### config.mk
export PLATFORM = sky130hd
export DESIGN_NAME = mobius_liouville_running_sums_top
export DESIGN_NICKNAME = d
export VERILOG_FILES = /design/src/hdl/mlrs_pkg.sv /design/src/hdl/mobius_liouville_running_sums_top.sv /design/src/hdl/mlrs_ctrl.sv /design/src/hdl/mlrs_datapath.sv
export SDC_FILE = /design/constraint.sdc
export NUM_CORES = 2
export LEC_CHECK = 0
export BUFFER_PORTS_ARGS = -buffer_cell sky130_fd_sc_hd__buf_2
export CORE_UTILIZATION = 45
export DETAILED_ROUTE_END_ITERATION = 10
export SYNTH_ARGS = -nofsm -noshare
export SYNTH_HDL_FRONTEND = slang
export SYNTH_SLANG_ARGS = --single-unit
### constraint.sdc
create_clock -name clk_i -period 15.8 [get_ports clk_i]
set_input_delay 1.58 -clock clk_i [delete_from_list [all_inputs] [get_ports clk_i]]
set_output_delay 1.58 -clock clk_i [all_outputs]
set_load 0.02 [all_outputs]
### src/hdl/mlrs_pkg.sv
// shared constants, command/status types for the mobius / liouville block
// no dependencies; imported by every module of the block
`timescale 1ns / 1ps
`default_nettype none

package mlrs_pkg;

  localparam int NUMBER_WIDTH_DEF = 24;
  localparam int THR_W = 16;
  localparam int ACC_W = 25;
  localparam int MU_W = 2;
  localparam int CNT_OUT_W = 5;
  localparam int OUT_W = 64;
  localparam int MUL_A_W = 32;
  localparam int MUL_B_W = 24;
  localparam int PROD_W = MUL_A_W + MUL_B_W;
  localparam int LHS_SHIFT = 24;
  localparam int LHS_W = 72;

  localparam logic [CNT_OUT_W-1:0] CNT_MAX = 5'd31;

  // configuration register indexes
  localparam int CFG_IDX_W = 1;
  localparam logic [CFG_IDX_W-1:0] REG_MERTENS_THR = 1'b0;
  localparam logic [CFG_IDX_W-1:0] REG_LIOUVILLE_THR = 1'b1;

  localparam logic [THR_W-1:0] MERTENS_THR_RST = 16'd2048;
  localparam logic [THR_W-1:0] LIOUVILLE_THR_RST = 16'd4096;

  // mobius value codes
  localparam logic [MU_W-1:0] MU_ZERO = 2'b00;
  localparam logic [MU_W-1:0] MU_PLUS = 2'b01;
  localparam logic [MU_W-1:0] MU_MINUS = 2'b11;

  typedef enum logic [2:0] {
    MUL_NONE,
    MUL_THR_SQ,
    MUL_MAG_SQ,
    MUL_T2_NLO,
    MUL_T2_NHI
  } mul_op_e;

  typedef struct packed {
    logic    load;
    logic    div_start;
    logic    div_step;
    logic    take_factor;
    logic    next_cand;
    logic    tail;
    logic    acc_update;
    mul_op_e mul_op;
    logic    sum_sel;
    logic    cmp;
    logic    load_out;
  } dp_cmd_t;

  typedef struct packed {
    logic cand_ok;
    logic div_done;
    logic rem_zero;
  } dp_sts_t;

endpackage

`default_nettype wire

### src/hdl/mobius_liouville_running_sums_top.sv
// top level of the mobius / liouville running sums block; uses mlrs_pkg, mlrs_ctrl, mlrs_datapath
// each trial candidate p with p*p <= remaining cofactor costs one bit-serial division,
//   each prime factor found costs one more, followed by the sums and the two breach tests
// one number is processed at a time, paced by the bit-serial remainder unit
// reset (rst_ni low, async): sums cleared, thresholds to 0.5 and 1.0, no beat pending
`timescale 1ns / 1ps
`default_nettype none

module mobius_liouville_running_sums_top
  import mlrs_pkg::*;
#(
  parameter int NUMBER_WIDTH = NUMBER_WIDTH_DEF
) (
  input  logic                                clk_i,
  input  logic                                rst_ni,
  // configuration writes, index 0 mertens threshold, 1 liouville threshold
  input  logic                                cfg_we_i,
  input  logic [CFG_IDX_W-1:0]                cfg_idx_i,
  input  logic [THR_W-1:0]                    cfg_data_i,
  // input stream
  input  logic                                s_axis_tvalid,
  output logic                                s_axis_tready,
  input  logic [((NUMBER_WIDTH+7)/8)*8-1:0]   s_axis_tdata,  // number, zero pad
  input  logic                                s_axis_tuser,  // restart
  // result stream
  output logic                                m_axis_tvalid,
  input  logic                                m_axis_tready,
  // mobius_value[1:0], factor_count[6:2], mertens_total[31:7],
  // liouville_total[56:32], mertens_breach[57], liouville_breach[58], zero pad
  output logic [OUT_W-1:0]                    m_axis_tdata
);

  dp_cmd_t cmd;
  dp_sts_t sts;

  logic [MU_W-1:0]         mobius_value;
  logic [CNT_OUT_W-1:0]    factor_count;
  logic signed [ACC_W-1:0] mertens_total;
  logic signed [ACC_W-1:0] liouville_total;
  logic                    mertens_breach;
  logic                    liouville_breach;

  // sequencer: one number in flight, result held in the output register
  // so the next number can be taken while the last result waits
  mlrs_ctrl u_ctrl (
    .clk_i      (clk_i),
    .rst_ni     (rst_ni),
    .s_tvalid_i (s_axis_tvalid),
    .s_tready_o (s_axis_tready),
    .m_tvalid_o (m_axis_tvalid),
    .m_tready_i (m_axis_tready),
    .sts_i      (sts),
    .cmd_o      (cmd)
  );

  // trial divider, sums and the exact breach comparison
  mlrs_datapath #(
    .NUMBER_WIDTH (NUMBER_WIDTH)
  ) u_dp (
    .clk_i              (clk_i),
    .rst_ni             (rst_ni),
    .cfg_we_i           (cfg_we_i),
    .cfg_idx_i          (cfg_idx_i),
    .cfg_data_i         (cfg_data_i),
    .number_i           (s_axis_tdata[NUMBER_WIDTH-1:0]),
    .restart_i          (s_axis_tuser),
    .cmd_i              (cmd),
    .sts_o              (sts),
    .mobius_value_o     (mobius_value),
    .factor_count_o     (factor_count),
    .mertens_total_o    (mertens_total),
    .liouville_total_o  (liouville_total),
    .mertens_breach_o   (mertens_breach),
    .liouville_breach_o (liouville_breach)
  );

  // pack the result fields, lowest field first
  assign m_axis_tdata = OUT_W'({liouville_breach, mertens_breach, liouville_total,
                                mertens_total, factor_count, mobius_value});

endmodule

`default_nettype wire

### src/hdl/mlrs_ctrl.sv
// controller state machine: trial division sequence, breach test steps, handshakes
// depends on mlrs_pkg for the command and status types
`timescale 1ns / 1ps
`default_nettype none

module mlrs_ctrl
  import mlrs_pkg::*;
(
  input  logic    clk_i,
  input  logic    rst_ni,
  input  logic    s_tvalid_i,
  output logic    s_tready_o,
  output logic    m_tvalid_o,
  input  logic    m_tready_i,
  input  dp_sts_t sts_i,
  output dp_cmd_t cmd_o
);

  typedef enum logic [3:0] {
    S_IDLE,
    S_CHECK,
    S_DIV,
    S_REDIV,
    S_TAIL,
    S_ACC,
    S_THR,
    S_MAG,
    S_NLO,
    S_NHI,
    S_SUM,
    S_CMP,
    S_DONE
  } state_e;

  state_e state_q, state_d;
  logic   sel_q, sel_d;
  logic   out_valid_q, out_valid_d;

  always_comb begin
    state_d     = state_q;
    sel_d       = sel_q;
    out_valid_d = out_valid_q;
    cmd_o       = '0;
    cmd_o.sum_sel = sel_q;
    if (out_valid_q && m_tready_i) begin
      out_valid_d = 1'b0;
    end
    unique case (state_q)
      S_IDLE: begin
        if (s_tvalid_i) begin
          cmd_o.load = 1'b1;
          state_d = S_CHECK;
        end
      end
      S_CHECK: begin
        if (sts_i.cand_ok) begin
          cmd_o.div_start = 1'b1;
          state_d = S_DIV;
        end else begin
          state_d = S_TAIL;
        end
      end
      S_DIV: begin
        if (!sts_i.div_done) begin
          cmd_o.div_step = 1'b1;
        end else if (sts_i.rem_zero) begin
          cmd_o.take_factor = 1'b1;
          state_d = S_REDIV;
        end else begin
          cmd_o.next_cand = 1'b1;
          state_d = S_CHECK;
        end
      end
      S_REDIV: begin
        // same candidate again on the reduced value
        cmd_o.div_start = 1'b1;
        state_d = S_DIV;
      end
      S_TAIL: begin
        cmd_o.tail = 1'b1;
        state_d = S_ACC;
      end
      S_ACC: begin
        cmd_o.acc_update = 1'b1;
        sel_d = 1'b0;
        state_d = S_THR;
      end
      S_THR: begin
        cmd_o.mul_op = MUL_THR_SQ;
        state_d = S_MAG;
      end
      S_MAG: begin
        cmd_o.mul_op = MUL_MAG_SQ;
        state_d = S_NLO;
      end
      S_NLO: begin
        cmd_o.mul_op = MUL_T2_NLO;
        state_d = S_NHI;
      end
      S_NHI: begin
        cmd_o.mul_op = MUL_T2_NHI;
        state_d = S_SUM;
      end
      S_SUM: begin
        state_d = S_CMP;
      end
      S_CMP: begin
        cmd_o.cmp = 1'b1;
        if (sel_q) begin
          state_d = S_DONE;
        end else begin
          sel_d = 1'b1;
          state_d = S_THR;
        end
      end
      S_DONE: begin
        if (!out_valid_q || m_tready_i) begin
          cmd_o.load_out = 1'b1;
          out_valid_d = 1'b1;
          state_d = S_IDLE;
        end
      end
      default: begin
        state_d = S_IDLE;
      end
    endcase
  end

  always_ff @(posedge clk_i or negedge rst_ni) begin
    if (!rst_ni) begin
      state_q     <= S_IDLE;
      sel_q       <= 1'b0;
      out_valid_q <= 1'b0;
    end else begin
      state_q     <= state_d;
      sel_q       <= sel_d;
      out_valid_q <= out_valid_d;
    end
  end

  assign s_tready_o = (state_q == S_IDLE);
  assign m_tvalid_o = out_valid_q;

endmodule

`default_nettype wire

### src/hdl/mlrs_datapath.sv
// datapath: trial divider, factor bookkeeping, running sums, breach multiplier, output regs
// depends on mlrs_pkg; driven by mlrs_ctrl through dp_cmd_t
`timescale 1ns / 1ps
`default_nettype none

module mlrs_datapath
  import mlrs_pkg::*;
#(
  parameter int NUMBER_WIDTH = NUMBER_WIDTH_DEF
) (
  input  logic                          clk_i,
  input  logic                          rst_ni,
  input  logic                          cfg_we_i,
  input  logic [CFG_IDX_W-1:0]          cfg_idx_i,
  input  logic [THR_W-1:0]              cfg_data_i,
  input  logic [NUMBER_WIDTH-1:0]       number_i,
  input  logic                          restart_i,
  input  dp_cmd_t                       cmd_i,
  output dp_sts_t                       sts_o,
  output logic [MU_W-1:0]               mobius_value_o,
  output logic [CNT_OUT_W-1:0]          factor_count_o,
  output logic signed [ACC_W-1:0]       mertens_total_o,
  output logic signed [ACC_W-1:0]       liouville_total_o,
  output logic                          mertens_breach_o,
  output logic                          liouville_breach_o
);

  localparam int NW  = NUMBER_WIDTH;
  localparam int PW  = (NW + 1) / 2 + 1;
  localparam int QW  = NW + 1;
  localparam int CW  = $clog2(NW + 1);
  localparam int DCW = $clog2(NW + 1);
  localparam int NLO = (NW + 1) / 2;
  localparam int NHI = NW - NLO;
  localparam int RW  = MUL_A_W + NW;
  localparam logic signed [ACC_W:0] SUM_MAX = (ACC_W + 1)'((1 << (ACC_W - 1)) - 1);
  localparam logic signed [ACC_W:0] SUM_MIN = -SUM_MAX;

  function automatic logic signed [ACC_W-1:0] sat_add(
    input logic signed [ACC_W-1:0] acc,
    input logic signed [MU_W-1:0]  d
  );
    logic signed [ACC_W:0] s;
    s = {acc[ACC_W-1], acc} + {{(ACC_W - 1){d[MU_W-1]}}, d};
    if (s > SUM_MAX) begin
      s = SUM_MAX;
    end else if (s < SUM_MIN) begin
      s = SUM_MIN;
    end
    return s[ACC_W-1:0];
  endfunction

  // configuration and accumulators
  logic [THR_W-1:0]        mthr_q, lthr_q;
  logic signed [ACC_W-1:0] macc_q, lacc_q;
  logic [DCW-1:0]          div_cnt_q;
  mul_op_e                 mul_op_q;

  // working registers
  logic [NW-1:0]       n_q, m_q, dvd_q;
  logic                restart_q;
  logic [PW-1:0]       p_q, rem_q;
  logic [QW-1:0]       psq_q;
  logic [CW-1:0]       count_q;
  logic                dist_par_q, square_q, e_one_q;
  logic [PROD_W-1:0]   prod_q;
  logic [MUL_A_W-1:0]  t2_q;
  logic [LHS_W-1:0]    lhs_q;
  logic [RW-1:0]       rhs_q;
  logic                mbr_q, lbr_q;

  // output registers
  logic [MU_W-1:0]         mu_out_q;
  logic [CNT_OUT_W-1:0]    cnt_out_q;
  logic signed [ACC_W-1:0] macc_out_q, lacc_out_q;
  logic                    mbr_out_q, lbr_out_q;

  // divider step
  logic [PW:0]   trial;
  logic          ge;
  logic [PW-1:0] rem_next;
  assign trial    = {rem_q, dvd_q[NW-1]};
  assign ge       = trial >= (PW + 1)'(p_q);
  assign rem_next = ge ? PW'(trial - (PW + 1)'(p_q)) : PW'(trial);

  // factor outcome
  logic [MU_W-1:0]    mu;
  logic [MU_W-1:0]    lam;
  logic [CW+4:0]      cnt_x;
  logic [CNT_OUT_W-1:0] cnt_sat;
  assign mu      = square_q ? MU_ZERO : (dist_par_q ? MU_MINUS : MU_PLUS);
  assign lam     = count_q[0] ? MU_MINUS : MU_PLUS;
  assign cnt_x   = (CW + 5)'(count_q);
  assign cnt_sat = (cnt_x > (CW + 5)'(CNT_MAX)) ? CNT_MAX : cnt_x[CNT_OUT_W-1:0];

  // multiplier operands
  logic signed [ACC_W-1:0] sum_sel;
  logic [ACC_W-1:0]        mag_full;
  logic [MUL_B_W-1:0]      mag;
  logic [THR_W-1:0]        thr_sel;
  logic [MUL_A_W-1:0]      mul_a;
  logic [MUL_B_W-1:0]      mul_b;
  assign sum_sel  = cmd_i.sum_sel ? lacc_q : macc_q;
  assign mag_full = sum_sel[ACC_W-1] ? ACC_W'(-sum_sel) : ACC_W'(sum_sel);
  assign mag      = mag_full[MUL_B_W-1:0];
  assign thr_sel  = cmd_i.sum_sel ? lthr_q : mthr_q;

  always_comb begin
    mul_a = '0;
    mul_b = '0;
    case (cmd_i.mul_op)
      MUL_THR_SQ: begin
        mul_a = MUL_A_W'(thr_sel);
        mul_b = MUL_B_W'(thr_sel);
      end
      MUL_MAG_SQ: begin
        mul_a = MUL_A_W'(mag);
        mul_b = mag;
      end
      MUL_T2_NLO: begin
        mul_a = t2_q;
        mul_b = MUL_B_W'(n_q[NLO-1:0]);
      end
      MUL_T2_NHI: begin
        mul_a = t2_q;
        mul_b = MUL_B_W'(n_q[NW-1:NLO]);
      end
      default: begin
        mul_a = '0;
        mul_b = '0;
      end
    endcase
  end

  logic breach_now;
  assign breach_now = lhs_q > LHS_W'(rhs_q);

  always_ff @(posedge clk_i or negedge rst_ni) begin
    if (!rst_ni) begin
      mthr_q    <= MERTENS_THR_RST;
      lthr_q    <= LIOUVILLE_THR_RST;
      macc_q    <= '0;
      lacc_q    <= '0;
      div_cnt_q <= '0;
      mul_op_q  <= MUL_NONE;
    end else begin
      if (cfg_we_i) begin
        unique case (cfg_idx_i)
          REG_MERTENS_THR:   mthr_q <= cfg_data_i;
          REG_LIOUVILLE_THR: lthr_q <= cfg_data_i;
          default: ;
        endcase
      end
      if (cmd_i.acc_update) begin
        macc_q <= sat_add(restart_q ? '0 : macc_q, mu);
        lacc_q <= sat_add(restart_q ? '0 : lacc_q, lam);
      end
      if (cmd_i.div_start) begin
        div_cnt_q <= DCW'(NW);
      end else if (cmd_i.div_step && (div_cnt_q != '0)) begin
        div_cnt_q <= div_cnt_q - 1'b1;
      end
      mul_op_q <= cmd_i.mul_op;
    end
  end

  always_ff @(posedge clk_i) begin
    if (cmd_i.load) begin
      n_q        <= number_i;
      m_q        <= number_i;
      restart_q  <= restart_i;
      p_q        <= PW'(2);
      psq_q      <= QW'(4);
      count_q    <= '0;
      dist_par_q <= 1'b0;
      square_q   <= 1'b0;
      e_one_q    <= 1'b0;
    end
    if (cmd_i.div_start) begin
      dvd_q <= m_q;
      rem_q <= '0;
    end else if (cmd_i.div_step) begin
      dvd_q <= {dvd_q[NW-2:0], ge};
      rem_q <= rem_next;
    end
    if (cmd_i.take_factor) begin
      m_q     <= dvd_q;
      count_q <= count_q + 1'b1;
      e_one_q <= 1'b1;
      if (e_one_q) begin
        square_q <= 1'b1;
      end else begin
        dist_par_q <= ~dist_par_q;
      end
    end
    if (cmd_i.next_cand) begin
      p_q     <= p_q + 1'b1;
      psq_q   <= psq_q + QW'({p_q, 1'b1});
      e_one_q <= 1'b0;
    end
    if (cmd_i.tail && (m_q > NW'(1))) begin
      count_q    <= count_q + 1'b1;
      dist_par_q <= ~dist_par_q;
    end
    // product register, then hand the product on in the next cycle
    prod_q <= PROD_W'(mul_a * mul_b);
    case (mul_op_q)
      MUL_THR_SQ: t2_q  <= prod_q[MUL_A_W-1:0];
      MUL_MAG_SQ: lhs_q <= LHS_W'(prod_q) << LHS_SHIFT;
      MUL_T2_NLO: rhs_q <= RW'(prod_q);
      MUL_T2_NHI: rhs_q <= rhs_q + (RW'(prod_q) << NLO);
      default: ;
    endcase
    if (cmd_i.cmp) begin
      if (cmd_i.sum_sel) begin
        lbr_q <= breach_now;
      end else begin
        mbr_q <= breach_now;
      end
    end
    if (cmd_i.load_out) begin
      mu_out_q   <= mu;
      cnt_out_q  <= cnt_sat;
      macc_out_q <= macc_q;
      lacc_out_q <= lacc_q;
      mbr_out_q  <= mbr_q;
      lbr_out_q  <= lbr_q;
    end
  end

  assign sts_o.cand_ok  = psq_q <= QW'(m_q);
  assign sts_o.div_done = (div_cnt_q == '0);
  assign sts_o.rem_zero = (rem_q == '0);

  assign mobius_value_o     = mu_out_q;
  assign factor_count_o     = cnt_out_q;
  assign mertens_total_o    = macc_out_q;
  assign liouville_total_o  = lacc_out_q;
  assign mertens_breach_o   = mbr_out_q;
  assign liouville_breach_o = lbr_out_q;

endmodule

`default_nettype wire

# ---- Word-level counts from Yosys, hierarchy flattened
# Index checks and enable logic that the tools add are counted.
dict set report totals {
  reg_bits 481
  in_bits 47
  output_inout_bits 66
  elab_cells 163
}
dict set report op_classes {
  n_addsub 9
  mul 1
  order_cmp 9
  eq_ne 23
  n_mux 64
  bitwise 3
  n_reduce_logical 22
}
# cell count
set op_table {}
lappend op_table {{2-to-1 mux 25 bit} 9}
lappend op_table {{2-to-1 mux 24 bit} 5}
lappend op_table {{one-hot mux 56 bit (2 select lines)} 1}
lappend op_table {{one-hot mux 24 bit (4 select lines)} 1}
lappend op_table {{one-hot mux 32 bit (3 select lines)} 1}
lappend op_table {{> comparator 72 x 56 -> 1 bit} 1}
lappend op_table {{adder 56 bit} 1}
lappend op_table {{multiplier 32 x 24 -> 56 bit} 1}
lappend op_table {{adder 25 x 2 -> 26 bit} 2}
lappend op_table {{> comparator 26 x 25 -> 1 bit, second input constant} 2}
lappend op_table {{< comparator 26 x 25 -> 1 bit, second input constant} 2}
lappend op_table {{one-hot mux 4 bit (13 select lines)} 1}
lappend op_table {{2-to-1 mux 13 bit} 3}
lappend op_table {{adder 25 x 14 -> 25 bit} 1}
lappend op_table {{<= comparator 25 x 24 -> 1 bit} 1}
lappend op_table {{2-to-1 mux 5 bit} 5}
lappend op_table {{> comparator 24 x 1 -> 1 bit, second input constant} 1}
lappend op_table {{negator 24 bit} 1}
lappend op_table {{2-to-1 mux 1 bit} 23}
lappend op_table {{equality test 4 bit, second input constant} 5}
lappend op_table {{equality test 4 x 3 -> 1 bit, second input constant} 4}
lappend op_table {{2-to-1 mux 16 bit} 1}
lappend op_table {{2-to-1 mux 4 bit} 4}
lappend op_table {{>= comparator 14 x 13 -> 1 bit} 1}
lappend op_table {{29 further kinds} 54}

# ---- Depth between registers and ports, before layout
dict set report depth {
  word_depth 7
  ltp_mapped 43
  mapped_depth_nobuf 37
}

# ---- By module
# A second synthesis with hierarchy kept.
dict set report hier_totals {
  hier_cells 5186
  hier_area_um2 50339.5
}
# mod n_inst cells_each area_per_inst_um2 seq_area_each_um2
set modules_own_cells {}
lappend modules_own_cells {mlrs_datapath 1 5116 49760.2 13095.1}
lappend modules_own_cells {mlrs_ctrl 1 62 523.0 150.1}
lappend modules_own_cells {mobius_liouville_running_sums_top 1 8 56.3 0.0}

# ---- Least setup slack after synthesis
# OpenSTA, ideal clock, no wires.
dict set report synth_timing {
  path_type {reg-to-reg}
  start {reg u_ctrl.sel_q}
  end {reg u_dp.prod_q[41]}
  setup_ns 0.072
  arrival_time_ns 9.409
  required_ns 15.728
  path_slack_ns 6.320
  stages_incl_launch_ff 40
  n_path_buf 5
  synth_period_minus_slack_ns 9.480
  path_cell_list {dfrtp_1 > buf_4 > buf_2 > buf_4 > buf_2 > mux2i_1 > ha_1 > o21ai_1 > or2_1 > nor4_1 > and2_1 > a31oi_1 > xor2_1 > nor2_1 > a21o_1 > buf_2 > nand2_1 > fa_1 > (+4 left out) > fa_1 > inv_1 > fa_1 > fa_1 > inv_1 > fa_1 > inv_1 > ha_1 > a21o_1 > a21o_1 > a21oi_1 > and2_1 > a2111oi_0 > nor2_1 > o31ai_1 > a31oi_1 > o21ai_1 > xor2_1}
}
dict set report synth_via {
  elab_chain_cells 5
  elab_cells_between_ends 7
  classes_between {add/sub (1); mul (1); mux (5)}
}
# element line_no
set synth_lines {}
lappend synth_lines {{start, declared} mlrs_ctrl.sv:36} ;# logic sel_q, sel_d;
lappend synth_lines {{start signal, assigned} mlrs_ctrl.sv:136} ;# sel_q <= sel_d;
lappend synth_lines {{2-to-1 mux 25 bit} mlrs_datapath.sv:103} ;# assign sum_sel = cmd_i.sum_sel ? lacc_q : macc_q;
lappend synth_lines {{negator 24 bit} mlrs_datapath.sv:104} ;# assign mag_full = sum_sel[ACC_W-1] ? ACC_W'(-sum_sel) : ACC_W'(sum_sel);
lappend synth_lines {{2-to-1 mux 24 bit} mlrs_datapath.sv:104}
lappend synth_lines {{one-hot mux 24 bit (4 select lines) / one-hot mux 32 bit (3 select lines) (equally long branches)} mlrs_datapath.sv:111} ;# case (cmd_i.mul_op)
lappend synth_lines {{multiplier 32 x 24 -> 56 bit *} mlrs_datapath.sv:206} ;# prod_q <= PROD_W'(mul_a * mul_b);
lappend synth_lines {{end signal, assigned} mlrs_datapath.sv:206}
lappend synth_lines {{end, declared} mlrs_datapath.sv:66} ;# logic [PROD_W-1:0] prod_q;
# Mark *: on every way between the ends. The rest lies on a longest branch, timed or not.
# A chain may end at the register's enable or synchronous reset.

# ---- Worst setup path in the final report
dict set report layout_timing {
  start {reg u_ctrl.sel_q}
  end {reg u_dp.prod_q[40]}
}
# The elaborated chain is that of the path after synthesis.

==> impl_results.html <==
<table>
<tr><th>Metric</th><th>Value</th></tr>
<tr><th colspan="2">Status</th></tr>
<tr><td>Run status</td><td>finished, violations left</td></tr>
<tr><td>Failing checks</td><td>max-capacitance violations</td></tr>
<tr><th colspan="2">Route</th></tr>
<tr><td>DRT Wirelength</td><td>around 150 mm</td></tr>
<tr><td>Final routed wire length divided by cell count</td><td>approximately 22 µm</td></tr>
<tr><td>Number of search-and-repair iterations in the first detailed-routing pass</td><td>5</td></tr>
<tr><td>Post-route antenna net violation count</td><td>0</td></tr>
<tr><td>Via count</td><td>roughly 38000</td></tr>
<tr><td>Remaining routing DRC violations</td><td>0</td></tr>
<tr><td>Vias per inst</td><td>5.454</td></tr>
<tr><td>Number of DRC markers in iteration 0</td><td>3013</td></tr>
<tr><th colspan="2">Finish</th></tr>
<tr><td>Total non-filler cell area in the finished layout</td><td>between 50000 and 60000 µm²</td></tr>
<tr><td>Filler Cells Inserted</td><td>10470</td></tr>
<tr><td>Final Instance Count excl. Fillers</td><td>approximately 7000</td></tr>
<tr><td>Antenna Cells</td><td>0</td></tr>
<tr><td>Footprint of the multi-input gates</td><td>between 30000 and 40000 µm²</td></tr>
<tr><td>Register area</td><td>13250 µm²</td></tr>
<tr><td>Area growth from synthesis to layout</td><td>8.742%</td></tr>
<tr><td>Fraction of layout cells with a size suffix above 1</td><td>7.287%</td></tr>
<tr><td>Net count reported at finish</td><td>6465</td></tr>
<tr><th colspan="2">Clock tree</th></tr>
<tr><td>TritonCTS clock tree</td><td>done</td></tr>
<tr><td>Worst skew pair latency</td><td>just over 0.6 ns</td></tr>
<tr><td>CTS Buffer Depth</td><td>3</td></tr>
<tr><td>Cts bufs inserted</td><td>50</td></tr>
<tr><td>H-Tree Depth</td><td>2</td></tr>
<tr><td>Count of cells resized by post-cts repair</td><td>0</td></tr>
<tr><td>Cell chosen for the clock root</td><td>sky130_fd_sc_hd__clkbuf_16</td></tr>
<tr><td>Post-CTS setup buffer count</td><td>0</td></tr>
<tr><td>Clock sink count</td><td>481</td></tr>
<tr><td>Clock slew at the register clock pins of the worst setup and hold paths</td><td>approximately 0.070 ns</td></tr>
<tr><td>Number of hold buffers added after cts</td><td>0</td></tr>
<tr><th colspan="2">Setup path</th></tr>
<tr><td>Capture point of the worst reg-to-reg path</td><td>u_dp.prod_q[40]$_DFF_P_</td></tr>
<tr><td>Worst path most repeated cell</td><td>sky130_fd_sc_hd__fa_1</td></tr>
<tr><td>Worst setup path category</td><td>reg2reg</td></tr>
<tr><td>Biggest fanout along the worst timing path</td><td>61</td></tr>
<tr><td>Top cell family by delay on the critical path</td><td>adder cells</td></tr>
<tr><td>Crit path depth</td><td>34</td></tr>
<tr><td>Slowest cell on crit path</td><td>sky130_fd_sc_hd__a211oi_1</td></tr>
<tr><td>Sum of buffers and inverters on the critical path</td><td>6</td></tr>
<tr><td>Cells on worst reg2reg path</td><td>34</td></tr>
<tr><td>Crit start category</td><td>register</td></tr>
<tr><td>CP max stage delay</td><td>around 0.8 ns</td></tr>
<tr><td>Data required time at the worst endpoint</td><td>16.29 ns</td></tr>
<tr><td>CP Capture Type</td><td>register</td></tr>
<tr><td>Startpoint of the worst-slack reg-to-reg timing path</td><td>u_ctrl.sel_q$_DFFE_PN0P_</td></tr>
<tr><td>Worst reg-to-reg setup slack</td><td>about 4.0 ns</td></tr>
<tr><td>Arrival time reported for the critical path endpoint</td><td>approximately 12 ns</td></tr>
<tr><th colspan="2">Logic synthesis</th></tr>
<tr><td>Post-synthesis instance area</td><td>between 50000 and 60000 µm²</td></tr>
<tr><td>Fraction of the mapped netlist area in compound gates</td><td>slightly above 10%</td></tr>
<tr><td>Post-Syn Instances</td><td>between 5000 and 6000</td></tr>
<tr><td>Adder-cell share of the synthesized area</td><td>35.76%</td></tr>
<tr><td>Dominant register cell in the synthesized netlist</td><td>sky130_fd_sc_hd__edfxtp_1</td></tr>
<tr><td>Syn. warnings</td><td>0</td></tr>
<tr><td>Leading post-synthesis cells by cell area</td><td>sky130_fd_sc_hd__fa_1, sky130_fd_sc_hd__edfxtp_1, sky130_fd_sc_hd__ha_1, sky130_fd_sc_hd__inv_1, sky130_fd_sc_hd__nand2_1</td></tr>
<tr><td>Synthesized area per cell</td><td>9.591 µm²</td></tr>
<tr><td>Fraction of synthesized cell area in xor and xnor cells</td><td>3.289%</td></tr>
<tr><td>Portion of the post-synthesis area used by sequential elements</td><td>about a quarter</td></tr>
<tr><td>Synth top area share</td><td>between 20% and 30%</td></tr>
<tr><td>Post-synth EDFFs</td><td>around 310</td></tr>
<tr><td>Simple-Gate Fraction of Synth Area</td><td>about an eighth</td></tr>
<tr><td>Async SR Flop Fraction</td><td>between 15 and 20%</td></tr>
<tr><td>Number of different library cells in the post-synthesis netlist</td><td>between 90 and 100</td></tr>
<tr><td>Share of synthesized area spent on multiplexers</td><td>under 10%</td></tr>
<tr><td>Dominant combinational cell family by area after synthesis</td><td>adder cells</td></tr>
<tr><td>FF+latch count, synth</td><td>a little under 500</td></tr>
<tr><td>Library cell with the highest instance count after synthesis</td><td>sky130_fd_sc_hd__inv_1</td></tr>
<tr><td>Leading area contributor after synthesis</td><td>sky130_fd_sc_hd__fa_1</td></tr>
<tr><td>Synth cell count leaders</td><td>sky130_fd_sc_hd__inv_1, sky130_fd_sc_hd__fa_1, sky130_fd_sc_hd__nand2_1, sky130_fd_sc_hd__nor2_1, sky130_fd_sc_hd__ha_1</td></tr>
<tr><th colspan="2">GRT</th></tr>
<tr><td>Via count of the first global-routing pass</td><td>38633</td></tr>
<tr><td>Overall routing resource usage</td><td>between 20% and 30%</td></tr>
<tr><td>Congestion Overflow GR</td><td>0</td></tr>
<tr><td>Largest net degree at the start of global routing</td><td>between 90 and 100</td></tr>
<tr><td>Wire length of the first global-routing pass</td><td>between 200 and 250 mm</td></tr>
<tr><td>Number of antenna violations at the first check in global routing</td><td>0</td></tr>
<tr><th colspan="2">Floorplan</th></tr>
<tr><td>Core region area</td><td>between 100000 and 150000 µm²</td></tr>
<tr><td>Die X</td><td>between 300 and 400 µm</td></tr>
<tr><td>Initial standard-cell utilization of the core</td><td>around 46%</td></tr>
<tr><td>Number of placement rows</td><td>between 100 and 150</td></tr>
<tr><td>Die height</td><td>approximately 340 µm</td></tr>
<tr><td>Die area</td><td>between 100000 and 150000 µm²</td></tr>
<tr><td>I/O pins</td><td>113</td></tr>
<tr><th colspan="2">STA</th></tr>
<tr><td>Worst clock skew on the final layout</td><td>roughly 0.034 ns</td></tr>
<tr><td>Transition time at the pin with the least slew margin</td><td>around 1.5 ns</td></tr>
<tr><td>Final period utilization</td><td>between 70% and 80%</td></tr>
<tr><td>Peak clock frequency supported by timing</td><td>approximately 85 MHz</td></tr>
<tr><td>Max Transition Viols Final</td><td>0</td></tr>
<tr><td>Clock period minus worst slack</td><td>about 12 ns</td></tr>
<tr><td>Headroom to the max-slew limit</td><td>less than 1%</td></tr>
<tr><td>RSZ-0062 raised after global routing</td><td>false</td></tr>
<tr><td>Sum of negative setup slack</td><td>0 ns</td></tr>
<tr><td>Setup violation total in the final timing report</td><td>0</td></tr>
<tr><td>Final hold violations</td><td>0</td></tr>
<tr><th colspan="2">Hold path</th></tr>
<tr><td>Hold Crit Depth</td><td>0</td></tr>
<tr><td>Class of the tightest hold or removal check</td><td>reg2reg</td></tr>
<tr><td>Hold-critical path endpoint</td><td>u_dp.liouville_breach_o$_DFFE_PP_</td></tr>
<tr><td>Start point of the worst min-delay path</td><td>u_dp.lbr_q$_DFFE_PP_</td></tr>
<tr><th colspan="2">Pwr</th></tr>
<tr><td>Power, Total</td><td>~8.7 mW</td></tr>
<tr><td>VDD IR-drop max</td><td>0.0001704 V</td></tr>
<tr><td>Part of the total power dissipated in sequential elements</td><td>25.0%</td></tr>
<tr><td>Leak pwr</td><td>~26 nW</td></tr>
<tr><td>Share of total power consumed by net switching</td><td>48.99%</td></tr>
<tr><td>Logic gate share of total power</td><td>between 50 and 60%</td></tr>
<tr><td>Power share of the clock group</td><td>15.2%</td></tr>
<tr><td>Power dissipated by switching net loads</td><td>~4.2 mW</td></tr>
<tr><td>Power per Cell Area</td><td>between 150 and 200 nW/µm²</td></tr>
<tr><td>Design internal power</td><td>roughly 4.4 mW</td></tr>
<tr><th colspan="2">Placement</th></tr>
<tr><td>Final GP Congestion</td><td>~1</td></tr>
<tr><td>Placed standard-cell area</td><td>approximately 53000 µm²</td></tr>
<tr><td>Cell count after placement</td><td>a little under 7000</td></tr>
<tr><td>DP HPWL</td><td>119.9 mm</td></tr>
<tr><td>Number of buffers inserted by port buffering</td><td>107</td></tr>
<tr><th colspan="2">Run</th></tr>
<tr><td>Max capacitance violation total</td><td>1</td></tr>
</table>
## worst max path at each step
stage,from,end,slack [ns]
floorplan,u_ctrl.sel_q$_DFFE_PN0P_,u_dp.prod_q[41]$_DFF_P_,6.32
global placement,u_ctrl.sel_q$_DFFE_PN0P_,u_dp.prod_q[40]$_DFF_P_,4.21
detailed placement,u_ctrl.sel_q$_DFFE_PN0P_,u_dp.prod_q[40]$_DFF_P_,4.14
CTS,u_ctrl.sel_q$_DFFE_PN0P_,u_dp.prod_q[48]$_DFF_P_,4.09
global route,u_ctrl.sel_q$_DFFE_PN0P_,u_dp.prod_q[48]$_DFF_P_,3.47
finish,u_ctrl.sel_q$_DFFE_PN0P_,u_dp.prod_q[40]$_DFF_P_,3.97
## logic make-up after synthesis
logic type,Yosys count
compound gates,784
mux,144
simple gates,1500
buf+inv,1119
fa+ha+maj,1053
other cells,2
xor+xnor,189
flops,481
## through the flow
stage	utilization, %	hold slack, ns	setup WS, ns
floorplan	-	0.4003	6.320
global placement	47.91	0.4434	4.213
detailed placement	47.91	0.4293	4.136
CTS	49.55	0.4387	4.090
global route	49.55	0.4454	3.470
finish	49.55	0.4354	3.967
## layout make-up
| type | instances | area share [%] |
|---|---|---|
| inverter | 912 | 6.226 |
| multi-input combinational | 3771 | 61.05 |
| timing repair buffer | 177 | 1.934 |
| sequential | 481 | 24.10 |
| clock inverter | 29 | 0.6736 |
| tap | 1488 | 3.386 |
| clock buffer | 64 | 2.635 |
## power groups by stage
stage | clock, mW | sequential [mW] | combinational (mW)
global placement | 0 | 2.18 | 5.03
CTS | 1.34 | 2.16 | 5.10
detailed placement | 0 | 2.17 | 5.04
finish | 1.31 | 2.16 | 5.19
global route | 1.38 | 2.18 | 5.80
floorplan | 0 | 1.95 | 3.63
## placed cells by master, fill, tap and decap left out, drive strengths merged, types with 10 or more instances in the layout
cell type	instances
nor3b	12
o211ai	34
nand2b	28
and2	51
inv	914
o22ai	30
buf	177
o31ai	13
and3	24
ha	362
edfxtp	313
nand2	645
nor3	66
xnor2	103
nor2	428
clkinv	16
or3	14
maj3	28
dfxtp	72
a221o	14
a221oi	14
xor2	86
conb	101
nor4	30
clkbuf	64
or2	10
nor2b	72
dfrtp	94
mux2i	58
o21bai	28
a21oi	194
a211oi	23
a21o	122
fa	663
a31oi	27
o21a	32
nand4	43
mux2	86
o21ai	177
nand3	50
## worst reg2reg max path: cells and delay by family, from the launching register on
family	cells	cell delay [ns]
AOI/OAI and AO/OA	9	2.77
buffers and inverters	6	0.94
DFF	1	0.58
and+or+nand+nor	7	2.47
muxes	1	0.34
adders and majority gates	9	4.20
xor gates and xnor gates	2	0.42
## routing by layer
layer  vias to the layer above  part of all wire [%]  global-route usage, %
met2                      1330                    46                  43.72
met3                       257                   7.6                  4.480
met4                         0                   3.6                  8.926
met1                     18856                    43                  38.34
li1                      17311                     -                      -
met5                         -                     0                      0
## flip-flops by register name (all words and copies together), names as in the netlist, 16 cells and up
signal / count
u_dp.mthr_q: 16
u_dp.lacc_q: 25
u_dp.m_q: 24
u_dp.lthr_q: 16
u_dp.rhs_q: 56
u_dp.lhs_q: 48
u_dp.macc_q: 25
u_dp.liouville_total_o: 25
u_dp.psq_q: 25
u_dp.n_q: 24
u_dp.prod_q: 56
u_dp.mertens_total_o: 25
u_dp.dvd_q: 24
u_dp.t2_q: 32
Note: power is estimated with default switching activity, not from simulation.
